--- src/rtl/core/sus_div_pipe.sv ---
`default_nettype none

module sus_div_pipe #(
  parameter int unsigned RW  = 8,
  parameter int unsigned QB  = 8,
  parameter int unsigned SBW = 1
) (
  input  wire logic           clk_i,
  input  wire logic           rst_ni,
  input  wire logic           en_i,
  input  wire logic           valid_i,
  input  wire logic [RW-1:0]  rem_i,
  input  wire logic [RW-1:0]  div_i,
  input  wire logic [SBW-1:0] sb_i,
  output logic                valid_o,
  output logic      [QB-1:0]  quo_o,
  output logic      [SBW-1:0] sb_o
);

  logic           valid_q [QB];
  logic [RW-1:0]  rem_q   [QB];
  logic [RW-1:0]  div_q   [QB];
  logic [QB-1:0]  quo_q   [QB];
  logic [SBW-1:0] sb_q    [QB];

  // One quotient bit per stage: shift the remainder, compare, subtract.
  for (genvar k = 0; k < QB; k++) begin : g_stg
    logic          v_in;
    logic [RW-1:0] rem_in;
    logic [RW-1:0] div_in;
    logic [QB-1:0] quo_in;
    logic [SBW-1:0] sb_in;
    logic [RW:0]   sh;
    logic          ge;

    if (k == 0) begin : g_first
      assign v_in   = valid_i;
      assign rem_in = rem_i;
      assign div_in = div_i;
      assign quo_in = '0;
      assign sb_in  = sb_i;
    end else begin : g_next
      assign v_in   = valid_q[k-1];
      assign rem_in = rem_q[k-1];
      assign div_in = div_q[k-1];
      assign quo_in = quo_q[k-1];
      assign sb_in  = sb_q[k-1];
    end

    assign sh = {rem_in, 1'b0};
    assign ge = sh >= {1'b0, div_in};

    always_ff @(posedge clk_i or negedge rst_ni) begin
      if (!rst_ni) begin
        valid_q[k] <= 1'b0;
      end else if (en_i) begin
        valid_q[k] <= v_in;
      end
    end

    always_ff @(posedge clk_i) begin
      if (en_i) begin
        rem_q[k] <= ge ? RW'(sh - {1'b0, div_in}) : RW'(sh);
        div_q[k] <= div_in;
        quo_q[k] <= QB'({quo_in, ge});
        sb_q[k]  <= sb_in;
      end
    end
  end

  assign valid_o = valid_q[QB-1];
  assign quo_o   = quo_q[QB-1];
  assign sb_o    = sb_q[QB-1];

endmodule

`default_nettype wire

--- config.mk ---
export PLATFORM = sky130hd
export DESIGN_NAME = sus_div_pipe
export DESIGN_NICKNAME = d
export VERILOG_FILES = /design/src/rtl/core/sus_div_pipe.sv
export SDC_FILE = /design/constraint.sdc
export NUM_CORES = 1
export LEC_CHECK = 0
export BUFFER_PORTS_ARGS = -buffer_cell sky130_fd_sc_hd__buf_4
export CAP_MARGIN = 25
export CORE_ASPECT_RATIO = 0.5
export CORE_UTILIZATION = 62
export CTS_BUF_LIST = sky130_fd_sc_hd__clkbuf_16
export CTS_CLUSTER_SIZE = 40
export DETAILED_ROUTE_END_ITERATION = 10
export HOLD_SLACK_MARGIN = 0.03
export PLACE_DENSITY = 0.88
export SLEW_MARGIN = 20
export SYNTH_ARGS = -nofsm -noshare
export SYNTH_HDL_FRONTEND = slang
export SYNTH_SLANG_ARGS = --single-unit
--- constraint.sdc ---
create_clock -name clk_i -period 2.94 [get_ports clk_i]
set_clock_uncertainty 0.15 [all_clocks]
set_input_delay 0.588 -clock clk_i [delete_from_list [all_inputs] [get_ports clk_i]]
set_output_delay 0.588 -clock clk_i [all_outputs]
set_load 0.1 [all_outputs]
==> Yosys cells after proc, flatten, opt, wreduce, memory -nomap -nowiden <==
Memory sizes are Yosys's and may differ from the RTL's.
Index checks and enable logic that the tools add are counted.
{ "word_totals": {"regBits": 8, "ram_bits": 200, "output_inout_bits": 10, "memories": 4} }
{ "classes": {"n_addsub": 8, "magnitude_cmp": 8, "muxes": 10} }
{ "memory_table": {"columns": ["memory", "words", "word_bits", "read_ports", "rd_clocked_by_memory_dff", "wr", "line_no", "text"], "rows": [
  ["div_q", 8, 8, 7, 0, 8, "22", "logic [RW-1:0] div_q [QB];"],
  ["quo_q", 8, 8, 8, 0, 8, "23", "logic [QB-1:0] quo_q [QB];"],
  ["rem_q", 8, 8, 7, 0, 8, "21", "logic [RW-1:0] rem_q [QB];"],
  ["sb_q", 8, 1, 8, 0, 8, "24", "logic [SBW-1:0] sb_q [QB];"]
]} }
{ "op_table": {"columns": ["cell", "count"], "rows": [
  ["9-bit by 8-bit greater-or-equal comparator with 1-bit output", 8],
  ["8-bit 2-to-1 mux", 8],
  ["8-bit subtractor", 8],
  ["1-bit 2-to-1 mux", 2]
]} }

==> Longest topological paths before layout <==
Gate-level depths: netlist of the first run.
An unclocked memory read counts as a cell.
{ "logic_depth": {"word_depth": 3, "ltp_mapped": 9} }

==> Worst setup path after synthesis of the first run <==
Ideal clock, no wire load.
{ "synth_path": {"path_type": "input to register", "from": "input port div_i[6]", "to": "memory rem_q[0][2] (data pin)", "setup_time_ns": 0.260, "arrival_ns": 2.125, "required_ns": 2.530, "setup_slack_ns": 0.405, "stages": 7, "path_cell_list": "inv_1 ha_1 a21o_1 a2111oi_2 o21a_1 buf_4 mux2_2"} }
{ "synth_rtl": {"columns": ["item", "line_no", "text"], "rows": [
  ["start, declared", "13", "input wire logic [RW-1:0] div_i,"],
  ["end, declared", "21", null]
]} }

==> impl_metrics.ini, run 1 <==
[run_status]
status = complete, no violations

[setup_path]
crit_chain = inv_1 -> ha_1 -> ha_1 -> nand4_1 -> nor2_1 -> a2111oi_2 -> o21a_1 -> mux2_2
cp_max_fo = 9
path_buf_inv = 1
worstPathRequired_ns = 2.95
r2r_setup_slack_ns = 0.20
end_kind = flip-flop
critPathSlowestCell = edfxtp_1
critPathMostFrequentCell = ha_1
crit_arrival_ns = 2.76
cp_top_family = compound AO/OA/AOI/OAI gates
crit_type = flip-flop to flip-flop
startpoint_type = flip-flop
max_stage_delay_ns = 0.44

[yosys]
avgSynthCellArea_um2 = 13.01
syn-instance-count = 648
ys_types = 48
synth_nets = 739
synth_edf_count = 156
synthFlopType = edfxtp_1
ys_async_sr_fraction = 0.04878
ys_warn_count = 0
synth.area.top_cells = edfxtp_1, ha_1, mux2_2, inv_1, dfrtp_1
synth.top_cell.area_share = 0.5556
synth.ff_latch_count = 164
synth_area_um2 = 8432
synth_seq_area_share = 0.5793
synth.largest_area_cell = edfxtp_1

[die]
core-area_um2 = 12950
die_h_um = 84.46
die_width_um = 166.9
rows = 29
ios = 31
dieArea_um2 = 14100
start_util = 0.6509

[global_routing]
grt_pass1_vias = 5238
track_usage = 0.2164
antenna_found_initial = 0
grt_overflow = 0
grt_pass1_wl_um = 23860
grt_max_degree = 55

[finish]
fin_util = 0.7325
final_cell_mix = edfxtp_1, inv_1, ha_1
mostFrequentLayoutCell = edfxtp_1
finalNonFillerCells = 879
layout.nets = 787
drive_gt1_frac = 0.1580
antenna_cells = 0
synthToLayoutAreaGrowth_pct = 12.54
nFillCells = 794

[placed_design]
io_buffers = 30
place_congestion = 0.8294
post-place-ws_ns = 0.08703
dp_cells = 846
dpl.hpwl_um = 9844

[power_and_ir_drop]
irDropWorstVdd_uv = 369.3
power_leakage_uw = 0.003880
powerDensity_nw_per_um2 = 869.1

[detailed_routing]
vias = 5154
drc_errors = 0
routed_wl_um = 14170
wl_per_cell_um = 16.12
antenna_left = 0
dr.pass1.iters = 5
via_per_inst = 5.863
drt_iter0_drc = 349

[cts]
cts.sinks = 164
cts_tree = yes
cts.clk_slew.worst_paths_ns = 0.06
clk_path_buf_depth = 2
clk_latency_ns = 0.42
numCtsBuffers = 17
h-tree-depth = 4
cts_root_buf = clkbuf_16

[sta]
hold-worst-slack_ns = 0.2003
fin_setup_tns_ns = 0
slew_headroom = 0.6740
finalWorstPathRequiredPeriod_ns = 2.745
max_freq_mhz = 364.3
hold_viol = 0
timing.final.ws_setup_ns = 0.1953
finalMaxSlewViolations = 0
grt_setup_unrepaired = no
tightestPinTransition_ns = 0.4875
setup_violations = 0
period_share = 0.9336

[worst_hold_path]
hold_path.class = primary input to flip-flop

[flow_run]
max_cap_viol_count = 0
[per-stage QoR]
| step | power (uW) | instance area [um^2] |
|---|---|---|
| after global placement | 5825 | 8889 |
| after detailed placement | 5991 | 8889 |
| after global routing | 8677 | 9489 |
| after floorplan | 5425 | 8432 |
| final | 8247 | 9489 |
| after CTS | 8245 | 9489 |
[state kept, by name, summed over array words and instances, names as in the netlist]
name / flops
div_q: 56
quo_q: 36
g_stg.v_in: 7
valid_o: 1
sb_q: 8
rem_q: 56
[cells in the mapped netlist, drive strengths merged, types with 7 or more instances]
master	count
a21oi	27
edfxtp	156
inv	83
nand3	11
ha	63
nand2	11
nor4	7
nand4	7
fa	7
xnor2	18
mux2	39
a21o	14
dfrtp	8
o21ai	20
nor2	36
o21a	18
o31a	8
nor2b	14
and3	8
nor3	15
[layout make-up]
class / count / area [um^2] / area share
clock buffers: 17 / 425.4 / 0.04483
clock inverters: 15 / 165.2 / 0.01741
inverters: 83 / 311.5 / 0.03283
multi-input cells: 392 / 3186 / 0.3357
flip-flops and latches: 164 / 4885 / 0.5148
well taps: 170 / 212.7 / 0.02242
repair buffers: 38 / 304.0 / 0.03204
[routing by layer]
metal	part of all wire	wire, um	GRT usage
met5	0	0	0
met4	0.020	284	0.09259
met3	0.033	470	0.04809
met2	0.54	7624	0.4100
met1	0.41	5789	0.2357
[power breakdown]
group / total (uW) / internal [uW] / leakage, uW / switching, uW
Clock: 2220 / 1330 / 0.000281 / 890
Combinational: 2640 / 1210 / 0.00199 / 1430
Sequential: 3390 / 3170 / 0.00161 / 215
[cells by family after synthesis]
family / count (synthesis) / share of synthesized area
xor gates and xnor gates: 21 / 0.02181
muxes: 45 / 0.05921
AOI/OAI and AO/OA: 128 / 0.1089
buffers and inverters: 92 / 0.04288
and+or+nand+nor: 128 / 0.07776
adders and majority gates: 70 / 0.1101
DFF: 164 / 0.5793
[worst paths after layout]
path	startpoint	end	depth (start not counted)
setup / recovery	div_q[1][1]$_DFFE_PP_	rem_q[3][7]$_DFFE_PP_	8
hold / removal	sb_i	sb_q[0][0]$_DFFE_PP_	1
setup reg to reg	div_q[1][1]$_DFFE_PP_	rem_q[3][7]$_DFFE_PP_	8
hold reg to reg	quo_q[1][10]$_DFFE_PP_	quo_q[1][19]$_DFFE_PP_	0
max in group asynchronous	rst_ni	g_stg[1].v_in$_DFFE_PN0P_	2
min in group asynchronous	rst_ni	valid_o$_DFFE_PN0P_	2
[timing repair]
item                                   4_1_cts  5_1_grt
endpoints found under the hold margin        8        0
setup endpoints to repair                    0        0
setup buffers                                0        0
resized for setup                            0        0
hold buffers                                 1        0
Note: power is estimated with default switching activity, not from simulation.
==> inputs of run 2 (changes only) <==
==> constraint.sdc (replaced) <==
create_clock -name clk_i -period 2.94 [get_ports clk_i]
set_clock_uncertainty 0.15 [all_clocks]
set_input_delay 0.882 -clock clk_i [delete_from_list [all_inputs] [get_ports clk_i]]
set_output_delay 0.882 -clock clk_i [all_outputs]
set_load 0.1 [all_outputs]
==> impl_metrics.ini, run 2 (same netlist as run 1, synthesis figures left out) <==
[run_status]
status = complete, no violations

[finish]
fin_util = 0.7380
antenna_cells = 0
final_cell_mix = edfxtp_1, inv_1, ha_1
nFillCells = 805
synthToLayoutAreaGrowth_pct = 13.38
mostFrequentLayoutCell = edfxtp_1
drive_gt1_frac = 0.1711
design_area_um2 = 9560
top_regs = div_q (56), rem_q (56), quo_q (36)
layout.nets = 797

[detailed_routing]
antenna_left = 0
wl_per_cell_um = 15.24
vias = 5101
dr.pass1.iters = 5
routed_wl_um = 13550
via_per_inst = 5.738
drc_errors = 0
drt_iter0_drc = 283

[sta]
grt_setup_unrepaired = no
period_share = 0.9339
slew_headroom = 0.6805
finalWorstPathRequiredPeriod_ns = 2.746
max_freq_mhz = 364.2
tightestPinTransition_ns = 0.4793
hold_viol = 0
timing.final.ws_setup_ns = 0.1945
setup_violations = 0
fin_setup_tns_ns = 0
finalMaxSlewViolations = 0

[cts]
cts_resized = 0
clk_latency_ns = 0.42
clk_path_buf_depth = 2
hold_buffers = 0
cts_root_buf = clkbuf_16
h-tree-depth = 4
cts.clk_slew.worst_paths_ns = 0.06
cts.sinks = 164
cts_setup_buffers = 0
cts_tree = yes
numCtsBuffers = 17

[die]
core-area_um2 = 12950
die_width_um = 166.9
start_util = 0.6509
die_h_um = 84.46
rows = 29
ios = 31
dieArea_um2 = 14100

[power_and_ir_drop]
irDropWorstVdd_uv = 432.0
p_comb_frac = 0.321
switching_share = 0.3043
power_leakage_uw = 0.003925
p_switching_uw = 2502
p_seq_frac = 0.411
p_clk_frac = 0.267
powerDensity_nw_per_um2 = 859.8
p_int_uw = 5718
finalPower_uw = 8220

[placed_design]
post_dp_cell_area_um2 = 8971
place_congestion = 0.8260
post-place-ws_ns = -0.1215
io_buffers = 30
dpl.hpwl_um = 9427

[global_routing]
grt_pass1_vias = 5132
track_usage = 0.2107
grt_overflow = 0
antenna_found_initial = 0
grt_pass1_wl_um = 23040
grt_max_degree = 55

[setup_path]
crit_chain = inv_1 -> ha_1 -> ha_1 -> a21o_1 -> a21o_1 -> a211oi_1 -> o211a_1 -> mux2_2
worstPathRequired_ns = 2.95
cp_max_fo = 8
startpoint_type = flip-flop
crit_arrival_ns = 2.75
crit_type = flip-flop to flip-flop
end_kind = flip-flop
critPathSlowestCell = edfxtp_1
max_stage_delay_ns = 0.42

[worst_hold_path]
hold_path.class = primary input to async pin

[flow_run]
max_cap_viol_count = 0
[run 2: cell type report]
| cell class | count | area, um^2 | area share |
|---|---|---|---|
| clock inverter | 15 | 163.9 | 0.01714 |
| inverter | 83 | 311.5 | 0.03259 |
| clock buffer | 17 | 425.4 | 0.04450 |
| tap | 170 | 212.7 | 0.02225 |
| multi-input combinational | 392 | 3186 | 0.3332 |
| timing repair buffer | 48 | 376.6 | 0.03939 |
| sequential | 164 | 4885 | 0.5109 |
[run 2: power by group through the flow]
stage / registers (uW) / logic, uW / clock network (uW)
floorplan: 3510 / 1920 / 0
global placement: 3390 / 2450 / 0
detailed placement: 3420 / 2570 / 0
CTS: 3380 / 2620 / 2230
global route: 3430 / 2910 / 2320
finish: 3380 / 2640 / 2200
[run 2: layer usage]
| layer | wire length (um) | GRT usage |
|---|---|---|
| met5 | 0 | 0 |
| met4 | 255 | 0.09259 |
| met3 | 454 | 0.05469 |
| met2 | 7219 | 0.3975 |
| met1 | 5621 | 0.2245 |
[run 2: per-stage QoR]
step           std cells  hold WS [ns]
6_report             889        0.1169
5_1_grt              889        0.1031
4_1_cts              889        0.1069
3_5_place_dp         857        0.2545
3_3_place_gp         857        0.2504
2_1_floorplan        648        0.2503
[run 2: path summary, 6_finish.rpt]
path	slack, ns	startpoint	to	cells after the start
max	0.19	div_q[2][1]$_DFFE_PP_	rem_q[5][6]$_DFFE_PP_	8
min in group clk_i	0.27	quo_q[1][10]$_DFFE_PP_	quo_q[1][19]$_DFFE_PP_	0
max reg2reg	0.19	div_q[2][1]$_DFFE_PP_	rem_q[5][6]$_DFFE_PP_	8
min	0.12	rst_ni	g_stg[5].v_in$_DFFE_PN0P_	1
max in group asynchronous	2.40	rst_ni	g_stg[7].v_in$_DFFE_PN0P_	1
min reg2reg	0.27	quo_q[1][10]$_DFFE_PP_	quo_q[1][19]$_DFFE_PP_	0
[run 2: critical path, delay by kind of cell (launching register included)]
kind,cells,cell delay [ns]
multiplexers,1,0.39
adder cells (fa/ha/maj),2,0.44
AO/OA/AOI/OAI,4,1.00
buffers and inverters,1,0.08
flip-flops,1,0.42
